===== src/kcs_pkg.sv =====
// shared types and constants of the fsk decoder
package kcs_pkg;

	localparam int SAMPLE_W = 16;
	localparam int BYTE_W = 8;
	localparam int CFG_IDX_W = 4;
	localparam int CFG_DATA_W = 9;

	localparam int SPB_W = 9;
	localparam int DBC_W = 4;
	localparam int SBC_W = 2;
	localparam int BIT_IDX_W = 4;

	// register indexes of the configuration port
	localparam logic [CFG_IDX_W-1:0] REG_SAMPLES_PER_BIT = 4'd0;
	localparam logic [CFG_IDX_W-1:0] REG_DATA_BIT_COUNT = 4'd1;
	localparam logic [CFG_IDX_W-1:0] REG_PARITY_ENABLE = 4'd2;
	localparam logic [CFG_IDX_W-1:0] REG_STOP_BIT_COUNT = 4'd3;

	localparam logic [SPB_W-1:0] SPB_RESET = 9'd147;
	localparam logic [DBC_W-1:0] DBC_RESET = 4'd8;
	localparam logic SBC_PAR_RESET = 1'b0;
	localparam logic [SBC_W-1:0] SBC_RESET = 2'd2;

	localparam int SPB_MIN = 2;

	// window reads 1 when CROSS_MUL * crossings > SPB_MUL * window length
	localparam int CROSS_MUL = 49;
	localparam int SPB_MUL = 4;
	localparam int MUL_EXTRA_W = 6;

	typedef enum logic [3:0] {
		PH_HUNT   = 4'b0001,
		PH_DATA   = 4'b0010,
		PH_PARITY = 4'b0100,
		PH_STOP   = 4'b1000
	} phase_t;

	typedef struct packed {
		logic [DBC_W-1:0] data_bit_count;
		logic parity_enable;
		logic [SBC_W-1:0] stop_bit_count;
	} frame_cfg_t;

	// crossing flag of the newest sample and flag of the sample leaving the window
	typedef struct packed {
		logic flag;
		logic old;
	} ring_beat_t;

endpackage


===== src/kcs_if.sv =====
// handshake channels of the fsk decoder
interface kcs_sample_if;
	logic valid;
	logic ready;
	logic signed [kcs_pkg::SAMPLE_W-1:0] audio_sample;
	modport source (output valid, output audio_sample, input ready);
	modport sink (input valid, input audio_sample, output ready);
endinterface

interface kcs_byte_if;
	logic valid;
	logic ready;
	logic [kcs_pkg::BYTE_W-1:0] byte_value;
	modport source (output valid, output byte_value, input ready);
	modport sink (input valid, input byte_value, output ready);
endinterface

interface kcs_cfg_if;
	logic valid;
	logic ready;
	logic [kcs_pkg::CFG_IDX_W-1:0] index;
	logic [kcs_pkg::CFG_DATA_W-1:0] data;
	modport source (output valid, output index, output data, input ready);
	modport sink (input valid, input index, input data, output ready);
endinterface


===== src/kcs_ring.sv =====
// crossing flag ring memory with sign tracking and window tail read
module kcs_ring #(
	parameter int DEPTH = 256
) (
	input  logic clk,
	input  logic arst_n,
	input  logic accept,
	input  logic sign,
	input  logic [$clog2(DEPTH+1)-1:0] spb,
	output kcs_pkg::ring_beat_t beat_s1
);

	localparam int PW = $clog2(DEPTH);
	localparam int LW = $clog2(DEPTH+1);
	localparam int AW = LW + 1;

	logic mem [DEPTH];
	logic prev_sign_q;
	logic [PW-1:0] wp_q;
	logic [PW-1:0] wp_next;
	logic [PW-1:0] raddr;
	logic [AW-1:0] wp_plus;
	logic flag;

	assign flag = sign ^ prev_sign_q;
	assign wp_next = (wp_q == PW'(DEPTH - 1)) ? '0 : wp_q + 1'b1;
	assign wp_plus = AW'(wp_q) + 1'b1;

	// oldest sample of the window once the newest sits at wp_q
	always_comb begin
		if (wp_plus >= AW'(spb)) begin
			raddr = PW'(wp_plus - AW'(spb));
		end else begin
			raddr = PW'(wp_plus + AW'(DEPTH) - AW'(spb));
		end
	end

	always_ff @(posedge clk or negedge arst_n) begin
		if (!arst_n) begin
			prev_sign_q <= 1'b0;
			wp_q <= '0;
		end else if (accept) begin
			prev_sign_q <= sign;
			wp_q <= wp_next;
		end
	end

	// tail entry is never the one written in the same cycle since spb >= 2
	always_ff @(posedge clk) begin
		if (accept) begin
			mem[wp_q] <= flag;
			beat_s1.old <= mem[raddr];
			beat_s1.flag <= flag;
		end
	end

endmodule


===== src/kcs_frame.sv =====
// window crossing count, bit decision and frame sequencer with output register
module kcs_frame #(
	parameter int DEPTH = 256
) (
	input  logic clk,
	input  logic arst_n,
	input  logic restart,
	input  kcs_pkg::frame_cfg_t cfg,
	input  logic [$clog2(DEPTH+1)-1:0] spb,
	input  logic in_valid,
	output logic in_ready,
	input  kcs_pkg::ring_beat_t beat_s1,
	output logic out_valid,
	input  logic out_ready,
	output logic [kcs_pkg::BYTE_W-1:0] out_byte
);

	localparam int LW = $clog2(DEPTH+1);
	localparam int MW = LW + kcs_pkg::MUL_EXTRA_W;

	logic valid_s1;
	logic [LW-1:0] cnt_q;
	logic [LW-1:0] fill_q;
	kcs_pkg::phase_t phase_q;
	logic [kcs_pkg::BIT_IDX_W-1:0] bit_q;
	logic [kcs_pkg::BYTE_W-1:0] byte_q;
	logic out_valid_q;
	logic [kcs_pkg::BYTE_W-1:0] out_byte_q;

	logic [LW-1:0] cnt_n;
	logic [LW-1:0] fill_n;
	logic full;
	logic one;
	logic [LW-1:0] cnt_d;
	logic [LW-1:0] fill_d;
	kcs_pkg::phase_t phase_d;
	logic [kcs_pkg::BIT_IDX_W-1:0] bit_d;
	logic [kcs_pkg::BYTE_W-1:0] byte_d;
	logic [kcs_pkg::BYTE_W-1:0] emit_byte;
	logic emit;
	logic go_data;
	logic go_parity;
	logic go_stop;
	logic adv;
	logic accept;

	always_comb begin
		cnt_n = cnt_q;
		fill_n = fill_q;
		if (fill_q < spb) begin
			// the pair across the window start is not counted
			if (fill_q != '0) begin
				cnt_n = cnt_q + LW'(beat_s1.flag);
			end
			fill_n = fill_q + 1'b1;
		end else begin
			cnt_n = cnt_q + LW'(beat_s1.flag) - LW'(beat_s1.old);
		end
	end

	assign full = fill_n >= spb;
	assign one = (MW'(cnt_n) * MW'(kcs_pkg::CROSS_MUL)) > (MW'(spb) * MW'(kcs_pkg::SPB_MUL));

	always_comb begin
		cnt_d = cnt_n;
		fill_d = fill_n;
		phase_d = phase_q;
		bit_d = bit_q;
		byte_d = byte_q;
		emit = 1'b0;
		emit_byte = byte_q;
		go_data = 1'b0;
		go_parity = 1'b0;
		go_stop = 1'b0;
		if (full) begin
			case (phase_q)
				kcs_pkg::PH_HUNT: begin
					if (!one) begin
						cnt_d = '0;
						fill_d = '0;
						byte_d = '0;
						go_data = 1'b1;
					end
				end
				kcs_pkg::PH_DATA: begin
					cnt_d = '0;
					fill_d = '0;
					if (bit_q < kcs_pkg::BIT_IDX_W'(kcs_pkg::BYTE_W) && one) begin
						byte_d[bit_q[2:0]] = 1'b1;
					end
					bit_d = bit_q + 1'b1;
					if (bit_d >= cfg.data_bit_count) begin
						go_parity = 1'b1;
					end
				end
				kcs_pkg::PH_PARITY: begin
					cnt_d = '0;
					fill_d = '0;
					go_stop = 1'b1;
				end
				kcs_pkg::PH_STOP: begin
					cnt_d = '0;
					fill_d = '0;
					bit_d = bit_q + 1'b1;
					if (bit_d >= kcs_pkg::BIT_IDX_W'(cfg.stop_bit_count)) begin
						emit = 1'b1;
					end
				end
				default: begin
					phase_d = kcs_pkg::PH_HUNT;
				end
			endcase
		end
		// skip empty frame parts
		if (go_data) begin
			bit_d = '0;
			if (cfg.data_bit_count != '0) begin
				phase_d = kcs_pkg::PH_DATA;
			end else begin
				go_parity = 1'b1;
			end
		end
		if (go_parity) begin
			bit_d = '0;
			if (cfg.parity_enable) begin
				phase_d = kcs_pkg::PH_PARITY;
			end else begin
				go_stop = 1'b1;
			end
		end
		if (go_stop) begin
			bit_d = '0;
			if (cfg.stop_bit_count != '0) begin
				phase_d = kcs_pkg::PH_STOP;
			end else begin
				emit = 1'b1;
			end
		end
		if (emit) begin
			emit_byte = byte_d;
			phase_d = kcs_pkg::PH_HUNT;
			cnt_d = '0;
			fill_d = '0;
			bit_d = '0;
			byte_d = '0;
		end
	end

	// a beat that yields no byte moves on even while the output waits
	assign adv = !emit || !out_valid_q || out_ready;
	assign in_ready = !valid_s1 || adv;
	assign accept = in_valid && in_ready;
	assign out_valid = out_valid_q;
	assign out_byte = out_byte_q;

	always_ff @(posedge clk or negedge arst_n) begin
		if (!arst_n) begin
			valid_s1 <= 1'b0;
			cnt_q <= '0;
			fill_q <= '0;
			phase_q <= kcs_pkg::PH_HUNT;
			bit_q <= '0;
			byte_q <= '0;
			out_valid_q <= 1'b0;
		end else begin
			if (accept) begin
				valid_s1 <= 1'b1;
			end else if (adv) begin
				valid_s1 <= 1'b0;
			end
			if (restart) begin
				cnt_q <= '0;
				fill_q <= '0;
				phase_q <= kcs_pkg::PH_HUNT;
				bit_q <= '0;
				byte_q <= '0;
			end else if (valid_s1 && adv) begin
				cnt_q <= cnt_d;
				fill_q <= fill_d;
				phase_q <= phase_d;
				bit_q <= bit_d;
				byte_q <= byte_d;
			end
			if (valid_s1 && adv && emit) begin
				out_valid_q <= 1'b1;
			end else if (out_ready) begin
				out_valid_q <= 1'b0;
			end
		end
	end

	always_ff @(posedge clk) begin
		if (valid_s1 && adv && emit) begin
			out_byte_q <= emit_byte;
		end
	end

	a_empty_window_no_count: assert property (@(posedge clk) disable iff (!arst_n)
		fill_q == '0 |-> cnt_q == '0)
		else $error("crossing count set in an empty window");

	a_count_below_fill: assert property (@(posedge clk) disable iff (!arst_n)
		fill_q != '0 |-> cnt_q < fill_q)
		else $error("crossing count reached window fill");

	a_fill_bounded: assert property (@(posedge clk) disable iff (!arst_n)
		fill_q <= spb)
		else $error("window fill beyond window length");

	a_slide_only_hunting: assert property (@(posedge clk) disable iff (!arst_n)
		phase_q != kcs_pkg::PH_HUNT |-> fill_q < spb)
		else $error("full window kept outside hunting");

	a_data_index: assert property (@(posedge clk) disable iff (!arst_n)
		phase_q == kcs_pkg::PH_DATA |-> bit_q < cfg.data_bit_count)
		else $error("data bit index past data bit count");

	a_stall_holds_byte: assert property (@(posedge clk) disable iff (!arst_n)
		out_valid_q && !out_ready |=> out_valid_q && $stable(out_byte_q))
		else $error("pending byte lost under stall");

endmodule


===== src/kcs_fsk_decoder.sv =====
// top level of the fsk decoder: configuration registers, ring memory and frame sequencer
// throughput: one sample per cycle unless a byte waits on a stalled byte_ch; the ring
// memory has one write and one read port and both are used once per sample, the count
// update closes in the stage after the read, and the output register holds the byte
// reset: arst_n sets the registers to their defaults and clears sign, ring pointer and frame state at once
// the ring memory is not cleared; a window only reads entries written since its start
module kcs_fsk_decoder #(
	parameter int MAX_SAMPLES_PER_BIT = 256
) (
	input logic clk,
	input logic arst_n,
	kcs_sample_if.sink sample_ch,
	kcs_byte_if.source byte_ch,
	kcs_cfg_if.sink cfg_ch
);

	localparam int LW = $clog2(MAX_SAMPLES_PER_BIT+1);
	localparam int CW = (LW > kcs_pkg::SPB_W) ? LW : kcs_pkg::SPB_W;

	logic [kcs_pkg::SPB_W-1:0] spb_q;
	kcs_pkg::frame_cfg_t frame_cfg_q;
	logic [CW-1:0] spb_wide;
	logic [LW-1:0] spb_eff;
	logic cfg_write;
	logic restart;
	logic accept;
	kcs_pkg::ring_beat_t beat_s1;

	assign cfg_ch.ready = 1'b1;
	assign cfg_write = cfg_ch.valid && cfg_ch.ready;
	assign restart = cfg_write && (cfg_ch.index <= kcs_pkg::REG_STOP_BIT_COUNT);
	assign accept = sample_ch.valid && sample_ch.ready;

	always_ff @(posedge clk or negedge arst_n) begin
		if (!arst_n) begin
			spb_q <= kcs_pkg::SPB_RESET;
			frame_cfg_q.data_bit_count <= kcs_pkg::DBC_RESET;
			frame_cfg_q.parity_enable <= kcs_pkg::SBC_PAR_RESET;
			frame_cfg_q.stop_bit_count <= kcs_pkg::SBC_RESET;
		end else if (cfg_write) begin
			case (cfg_ch.index)
				kcs_pkg::REG_SAMPLES_PER_BIT: begin
					spb_q <= cfg_ch.data;
				end
				kcs_pkg::REG_DATA_BIT_COUNT: begin
					frame_cfg_q.data_bit_count <= cfg_ch.data[kcs_pkg::DBC_W-1:0];
				end
				kcs_pkg::REG_PARITY_ENABLE: begin
					frame_cfg_q.parity_enable <= cfg_ch.data[0];
				end
				kcs_pkg::REG_STOP_BIT_COUNT: begin
					frame_cfg_q.stop_bit_count <= cfg_ch.data[kcs_pkg::SBC_W-1:0];
				end
				default: begin
				end
			endcase
		end
	end

	// window length clamped to SPB_MIN and to the ring depth
	assign spb_wide = CW'(spb_q);
	always_comb begin
		if (spb_wide < CW'(kcs_pkg::SPB_MIN)) begin
			spb_eff = LW'(kcs_pkg::SPB_MIN);
		end else if (spb_wide > CW'(MAX_SAMPLES_PER_BIT)) begin
			spb_eff = LW'(MAX_SAMPLES_PER_BIT);
		end else begin
			spb_eff = LW'(spb_wide);
		end
	end

	kcs_ring #(
		.DEPTH(MAX_SAMPLES_PER_BIT)
	) u_ring (
		.clk(clk),
		.arst_n(arst_n),
		.accept(accept),
		.sign(sample_ch.audio_sample[kcs_pkg::SAMPLE_W-1]),
		.spb(spb_eff),
		.beat_s1(beat_s1)
	);

	kcs_frame #(
		.DEPTH(MAX_SAMPLES_PER_BIT)
	) u_frame (
		.clk(clk),
		.arst_n(arst_n),
		.restart(restart),
		.cfg(frame_cfg_q),
		.spb(spb_eff),
		.in_valid(sample_ch.valid),
		.in_ready(sample_ch.ready),
		.beat_s1(beat_s1),
		.out_valid(byte_ch.valid),
		.out_ready(byte_ch.ready),
		.out_byte(byte_ch.byte_value)
	);

endmodule

===== src/flat_wrapper.sv =====
// flat-port wrapper written by rule: the top's interface ports become plain ports
module kcs_fsk_decoder_flat 
#(
	parameter int MAX_SAMPLES_PER_BIT = 256
)
  (clk, arst_n, sample_ch_valid, sample_ch_audio_sample, sample_ch_ready, byte_ch_valid, byte_ch_byte_value, byte_ch_ready, cfg_ch_valid, cfg_ch_index, cfg_ch_data, cfg_ch_ready);
  kcs_sample_if sample_ch_i ();
  kcs_byte_if byte_ch_i ();
  kcs_cfg_if cfg_ch_i ();
  input logic clk;
  input logic arst_n;
  input wire logic [$bits(sample_ch_i.valid)-1:0] sample_ch_valid;
  input wire logic [$bits(sample_ch_i.audio_sample)-1:0] sample_ch_audio_sample;
  output wire logic [$bits(sample_ch_i.ready)-1:0] sample_ch_ready;
  output wire logic [$bits(byte_ch_i.valid)-1:0] byte_ch_valid;
  output wire logic [$bits(byte_ch_i.byte_value)-1:0] byte_ch_byte_value;
  input wire logic [$bits(byte_ch_i.ready)-1:0] byte_ch_ready;
  input wire logic [$bits(cfg_ch_i.valid)-1:0] cfg_ch_valid;
  input wire logic [$bits(cfg_ch_i.index)-1:0] cfg_ch_index;
  input wire logic [$bits(cfg_ch_i.data)-1:0] cfg_ch_data;
  output wire logic [$bits(cfg_ch_i.ready)-1:0] cfg_ch_ready;
  assign sample_ch_i.valid = sample_ch_valid;
  assign sample_ch_i.audio_sample = sample_ch_audio_sample;
  assign sample_ch_ready = sample_ch_i.ready;
  assign byte_ch_valid = byte_ch_i.valid;
  assign byte_ch_byte_value = byte_ch_i.byte_value;
  assign byte_ch_i.ready = byte_ch_ready;
  assign cfg_ch_i.valid = cfg_ch_valid;
  assign cfg_ch_i.index = cfg_ch_index;
  assign cfg_ch_i.data = cfg_ch_data;
  assign cfg_ch_ready = cfg_ch_i.ready;
  kcs_fsk_decoder #(.MAX_SAMPLES_PER_BIT(MAX_SAMPLES_PER_BIT)) u_core (.clk(clk), .arst_n(arst_n), .sample_ch(sample_ch_i), .byte_ch(byte_ch_i), .cfg_ch(cfg_ch_i));
endmodule

===== config.mk =====
export PLATFORM = sky130hd
export DESIGN_NAME = kcs_fsk_decoder_flat
export DESIGN_NICKNAME = d
export VERILOG_FILES = /design/src/kcs_pkg.sv /design/src/kcs_if.sv /design/src/kcs_ring.sv /design/src/kcs_frame.sv /design/src/kcs_fsk_decoder.sv /design/src/flat_wrapper.sv
export SDC_FILE = /design/constraint.sdc
export NUM_CORES = 1
export LEC_CHECK = 0
export ABC_AREA = 1
export BUFFER_PORTS_ARGS = -buffer_cell sky130_fd_sc_hd__buf_2
export CAP_MARGIN = 20
export CELL_PAD_IN_SITES_DETAIL_PLACEMENT = 1
export CELL_PAD_IN_SITES_GLOBAL_PLACEMENT = 1
export CORE_MARGIN = 1
export CORE_UTILIZATION = 45
export CTS_CLUSTER_DIAMETER = 80
export CTS_CLUSTER_SIZE = 16
export DETAILED_ROUTE_END_ITERATION = 6
export GPL_TIMING_DRIVEN = 0
export PLACE_DENSITY_LB_ADDON = 0.1
export SLEW_MARGIN = 20
export SYNTH_ARGS = -nofsm -noshare
export SYNTH_HDL_FRONTEND = slang
export SYNTH_SLANG_ARGS = --single-unit

===== constraint.sdc =====
create_clock -name clk -period 8.3 [get_ports clk]
set_input_delay 2.49 -clock clk [delete_from_list [all_inputs] [get_ports clk]]
set_output_delay 2.49 -clock clk [all_outputs]
set_load 0.05 [all_outputs]

Word level (Yosys, flattened, before mapping)
Memory sizes are Yosys's and may differ from the RTL's. A register that Yosys moved wholly into a read port is not among the register bits.
Index checks and enable logic that the tools add are counted.
{"block": "op_classes", "muxes": 71, "n_eq_ne": 8, "n_addsub": 9, "n_lt_le_gt_ge": 12, "reduce_logical": 29, "bitwise_logic": 2, "mul": 1}
{"op": "$mux 9", "count": 15}
{"op": "$mux 4", "count": 19}
{"op": "$mux 8", "count": 9}
{"op": "$pmux 9 s2", "count": 2}
{"op": "$mux 1", "count": 24}
{"op": "$ge 9x9->1", "count": 2}
{"op": "$add 8x1->8 const B", "count": 2}
{"op": "$pmux 8 s2", "count": 1}
{"op": "$sub 8x8->8", "count": 2}
{"op": "$gt 15x11->1", "count": 1}
{"op": "$mul 9x6->15 const B", "count": 1}
{"op": "$eq 4x2->1 const B", "count": 3}
{"op": "$reduce_bool 6->1", "count": 2}
{"op": "$add 8x1->9 const B", "count": 1}
{"op": "$add 9x1->9", "count": 1}
{"op": "$add 9x1->9 const B", "count": 1}
{"op": "$gt 9x9->1 const B", "count": 1}
{"op": "$lt 9x2->1 const B", "count": 1}
{"op": "$lt 9x9->1", "count": 1}
{"op": "$reduce_bool 9->1", "count": 1}
{"op": "$sub 9x1->9", "count": 1}
{"op": "$eq 4x1->1 const B", "count": 2}
{"op": "$eq 8x8->1 const B", "count": 1}
{"op": "$or 8x8->8", "count": 1}
{"op": "22 further kinds", "count": 37}
{"block": "totals", "mem_count": 1, "mem_bits_rw": 256, "reg_bits": 70, "in_bits": 34}
{"memory": "u_core.u_ring.mem", "depth": 256, "word_bits": 1, "read_ports": 1, "rd_clocked_by_memory_dff": 1, "write_ports": 1, "line": "kcs_ring.sv:17", "source": "logic mem [DEPTH];"}

Longest topological paths before layout
{"block": "logic_depth", "ltp_word": 20, "ltp_mapped": 47}

By module
From an unflattened synthesis, not the netlist that was laid out.
{"block": "hier_totals", "hier_cells": 2229, "hier_area_um2": 18649.1}
{"mod": "kcs_ring", "cells_each": 1485, "seq_area_each_um2": 7972.6, "area_each_um2": 13075.0, "n_inst": 1}
{"mod": "kcs_frame", "cells_each": 645, "seq_area_each_um2": 1142.3, "area_each_um2": 4748.3, "n_inst": 1}
{"mod": "kcs_fsk_decoder", "cells_each": 99, "seq_area_each_um2": 407.9, "area_each_um2": 825.8, "n_inst": 1}

Worst setup path after synthesis
No wires, ideal clock.
{"block": "synth_timing", "path_kind": "input to register", "start": "in sample_ch_audio_sample[15]", "end": "reg, netlist name u_core.u_ring.beat_s1[1]", "path_slack_ns": -2.323, "path_stages": 1, "required_ns": 6.770, "setup_time_ns": 1.530, "arrival_ns": 9.093, "cell_sequence": "xor2_1"}
{"block": "synth_via", "elab_chain_cells": 1}
{"item": "start: declaration", "line": "flat_wrapper.sv:13", "source": "input wire logic [$bits(sample_ch_i.audio_sample)-1:0] sample_ch_audio_sample;"}
{"item": "$xor 1x1->1", "line": "kcs_ring.sv:25", "source": "assign flag = sign ^ prev_sign_q;"}
Every way passes these cells.
A chain may end at the register's enable or synchronous reset.

Final worst setup path
{"block": "layout_timing", "start": "reg u_core.spb_q[2] in the netlist's numbering", "end": "out sample_ch_ready"}
{"block": "layout_via", "elab_chain_cells": 17}
{"item": "start: declaration", "line": "kcs_fsk_decoder.sv:20", "source": "logic [kcs_pkg::SPB_W-1:0] spb_q;"}
{"item": "start signal: assignment", "line": "kcs_fsk_decoder.sv:36", "source": "spb_q <= kcs_pkg::SPB_RESET;"}
{"item": "start signal: assignment", "line": "kcs_fsk_decoder.sv:43", "source": "spb_q <= cfg_ch.data;"}
{"item": "$gt 9x9->1", "line": "kcs_fsk_decoder.sv:65", "source": "end else if (spb_wide > CW'(MAX_SAMPLES_PER_BIT)) begin"}
{"item": "$mux 9", "line": "kcs_fsk_decoder.sv:65"}
{"item": "$mux 9 *", "line": "kcs_fsk_decoder.sv:63", "source": "if (spb_wide < CW'(kcs_pkg::SPB_MIN)) begin"}
{"item": "$lt 9x9->1", "line": "kcs_frame.sv:50", "source": "if (fill_q < spb) begin"}
{"item": "$mux 9", "line": "kcs_frame.sv:50"}
{"item": "$mul 9x6->15", "line": "kcs_frame.sv:62", "source": "assign one = (MW'(cnt_n) * MW'(kcs_pkg::CROSS_MUL)) > (MW'(spb) * MW'(kcs_pkg::SPB_MUL));"}
{"item": "$gt 15x11->1", "line": "kcs_frame.sv:62"}
{"item": "$mux 1", "line": "kcs_frame.sv:78", "source": "if (!one) begin"}
{"item": "$mux 1", "line": "kcs_frame.sv:76", "source": "case (phase_q)"}
{"item": "$mux 1", "line": "kcs_frame.sv:75", "source": "if (full) begin"}
{"item": "$mux 1", "line": "kcs_frame.sv:115", "source": "if (go_data) begin"}
{"item": "$mux 1", "line": "kcs_frame.sv:123", "source": "if (go_parity) begin"}
{"item": "$mux 1 *", "line": "kcs_frame.sv:131", "source": "if (go_stop) begin"}
{"item": "$logic_not 1->1 *", "line": "kcs_frame.sv:150", "source": "assign adv = !emit || !out_valid_q || out_ready;"}
{"item": "$logic_or 1x1->1 * (2 in a row)", "line": "kcs_frame.sv:150"}
{"item": "$logic_or 1x1->1 *", "line": "kcs_frame.sv:151", "source": "assign in_ready = !valid_s1 || adv;"}
{"item": "end: declaration", "line": "flat_wrapper.sv:14", "source": "output wire logic [$bits(sample_ch_i.ready)-1:0] sample_ch_ready;"}
Mark *: on every way between the ends. The rest lies on a longest branch, timed or not.

==> flow_summary.toml <==
[hold_path]
hold_end = "u_core.frame_cfg_q[1]"
hold_class = "reg2reg"
hp-start = "u_core.frame_cfg_q[1]"
worstHoldPathCells = 2

[critical_path]
crit_family = "adder cells"
crit_buf_inv = 9
cp.required_ns = 5.81
crit_path_frequent_cell = "nand2_2"
slowest_stage = "fa_1"
r2r_start = "u_core.spb_q[2]"
path_max_fanout = 7
cp_slowest_stage_delay_ns = 0.51
arrival_ns = 6.58
worst_r2r_path_depth = 45
regToRegSetupSlack_ns = 0.92
reg2reg_to = "u_core.u_ring.mem[155]"
crit_path_start_kind = "flop"
crit_path_end_kind = "output port"
crit_type = "reg2out"

[sta]
timing.final.ws_setup_ns = -0.767
min_period_over_period_pct = 109
worst_pin_slew_ns = 1.03
fin_skew_ns = 0.0177
rsz0062_at_grt = "true"
relSlewSlack_pct = 31.2
hold_viol = 0
post-route-min-period_ns = 9.07
max_freq_ghz = 0.110
setup_viol = 1
drv_slew = 0

[clock_network]
cts_root_buf = "clkbuf_16"
cts.sinks = 327
clk_pin_slew_ns = 0.07
ctsHtreeMaxLevel = 1
clockBufferDepth = 3
numCtsBuffers = 25
insertion_delay_ns = 0.56
hold_buffers = 0
cts_tree = "done"

[synth]
ys_ff_latch = 327
yosysTopAreaCell = "edfxtp_1"
yosysMostFrequentCell = "nor2_1"
synthArstFlopShare_pct = 18.7
syn_avg_cell_area_um2 = 9.21
ys_seq_area_share_pct = 54.0
synth.top_cells.by_count = "nor2_1 (526), nand2_1 (267), edfxtp_1 (266), o21ai_0 (150), inv_1 (145)"
yosysWarnings = 0
syn-cell-area_um2 = 17600
synth_cells = 1914
synth_nets = 2034
synth.area.top_cells = "edfxtp_1 (45%), nor2_1 (11%), dfrtp_1 (7.7%)"
synth-main-ff-cell = "edfxtp_1"
synth_edf_count = 266
synth_top_area_share_pct = 45.3
synth_cell_type_count = 52

[detailed_routing]
final_antenna_net_count = 0
detail_route.first_pass.iterations = 5
wl_mm = 57.2
wl_per_cell_um = 22.4
viasPerCell = 5.68
drc = 0
drt_iter0_drc = 1099
vias = 14500

[grt]
first_global_vias = 15100
antenna_found_initial = 1
gr-usage-met3_pct = 2.59
gr-max-usage-layer = "met2"
grt_start_max_net_pins = 53
grt_util_met1_pct = 37.1
track_usage_pct = 29.1
grt.overflow.total = 0
grt_use_met2_pct = 51.7
grt_pass1_wl_mm = 87.2

[floorplan]
dieArea_um2 = 40000
start_util_pct = 45.6
core_area_um2 = 38600
die_width_um = 200
die_h_um = 200
top_level_ports = 45
row_count = 72

[place]
hpwl_mm = 39.7
globalplace.congestion = 0.853
io_buffers = 27
placed_area_um2 = 18700

[finish]
multi_input_area_um2 = 7510
area_growth_pct = 14.5
finalNetCount = 2138
n_fill_cell = 4439
finalInstanceArea_um2 = 20200
seq_area_um2 = 9520
drive_above_1_share_pct = 11.6

[status]
violations = "negative setup slack"
status = "finished with violations"

[flow_run]
cap_violations = 0
==> flip-flops by register name, indices dropped and copies added, names as in the netlist <==
name                       cells
u_core.u_frame.out_valid       1
u_core.u_ring.wp_q             8
u_core.u_ring.beat_s1          2
u_core.u_frame.out_byte        8
u_core.frame_cfg_q             7
u_core.u_frame.byte_q          8
u_core.u_ring.prev_sign_q      1
u_core.u_frame.bit_q           4
u_core.u_frame.cnt_q           9
u_core.u_frame.fill_q          9
u_core.u_ring.mem            256
u_core.u_frame.valid_s1        1
u_core.spb_q                   9
u_core.u_frame.phase_q         4
==> stage by stage <==
step                      utilization, %  setup WS (ns)  TNS, ns  instances  hold WS [ns]
final                               52.2         -0.767   -0.767       2548         0.509
after CTS                           51.9         -0.727   -0.727       2542         0.512
after floorplan                        -         0.0863        0       1914         0.453
after global routing                52.2          -1.09    -1.09       2547         0.534
after detailed placement            48.4          -1.45    -1.45       2469         0.500
after global placement              47.7          -2.39  -613.11       2459         0.495
==> cell type report <==
| class | count | share of cell area (%) |
|---|---|---|
| Clock buffer | 35 | 3.34 |
| Inverter | 149 | 2.78 |
| Buffer | 95 | 2.42 |
| Sequential cell | 327 | 47.2 |
| Antenna cell | 1 | 0.0124 |
| Clock inverter | 3 | 0.161 |
| Multi-Input combinational cell | 1343 | 37.2 |
| Timing Repair Buffer | 77 | 3.66 |
| Tap cell | 518 | 3.21 |
==> cells by family (layout without fill, tap and decap cells) <==
logic type                 Yosys count  after routing  share of synthesized area [%]
buffers and inverters              245            359                           5.90
AOI/OAI and AO/OA                  283            284                           9.87
DFF                                327            327                           54.0
and+or+nand+nor                    930            930                           21.7
other                                1              2                         0.0213
adders and majority gates           86             86                           6.32
xor gates and xnor gates            38             38                           1.89
muxes                                4              4                          0.255
==> repair_timing <==
action                                  4_1_cts  5_1_grt
resized for setup                            90       22
endpoints found under the setup margin        1        1
hold endpoints to repair                      0        0
pin swaps                                    40       34
buffers inserted                             35        6
cloned                                        1        0
==> worst max path at each step <==
| stage | start | end | slack, ns | cells after the start |
|---|---|---|---|---|
| global route | u_core.spb_q[2] | sample_ch_ready | -1.09 | 42 |
| global placement | sample_ch_audio_sample[15] | u_core.u_ring.mem[42] | -2.39 | 2 |
| finish | u_core.spb_q[2] | sample_ch_ready | -0.77 | 40 |
| detailed placement | u_core.spb_q[3] | sample_ch_ready | -1.45 | 42 |
| CTS | u_core.spb_q[7] | sample_ch_ready | -0.73 | 46 |
| floorplan | u_core.spb_q[3] | sample_ch_ready | 0.09 | 40 |
==> tightest hold or removal path, delay by kind of cell, from the launching register on <==
| kind | cells | cell delay [ns] |
|---|---|---|
| AOI/OAI and AO/OA | 1 | 0.07 |
| DFF | 1 | 0.38 |
| and+or+nand+nor | 1 | 0.05 |
==> layout by cell type, fill, tap and decap left out, types with 9 or more instances in the layout <==
cell,instances
nand2_4,12
buf_2,27
xnor2_1,10
ha_4,10
nor2_1,518
o32ai_1,64
clkbuf_16,25
nand2_2,13
nor3_1,15
ha_1,69
nand2_1,248
xor2_1,25
o21ai_0,141
inv_1,139
buf_4,48
dfrtp_1,54
a21oi_1,25
clkbuf_1,78
nor2_2,9
nand3_1,79
edfxtp_1,266
nand3_4,9
buf_6,9
==> routing by layer <==
layer | routed length (µm) | share of wire (%)
met4 | 1960 | 3.4
met2 | 28500 | 50
met3 | 3080 | 5.4
met5 | 0 | 0
met1 | 23600 | 41
Power is left out: the tool's default activity adds up to more than one toggle a clock period on the data nets, which glitch-free logic cannot reach.
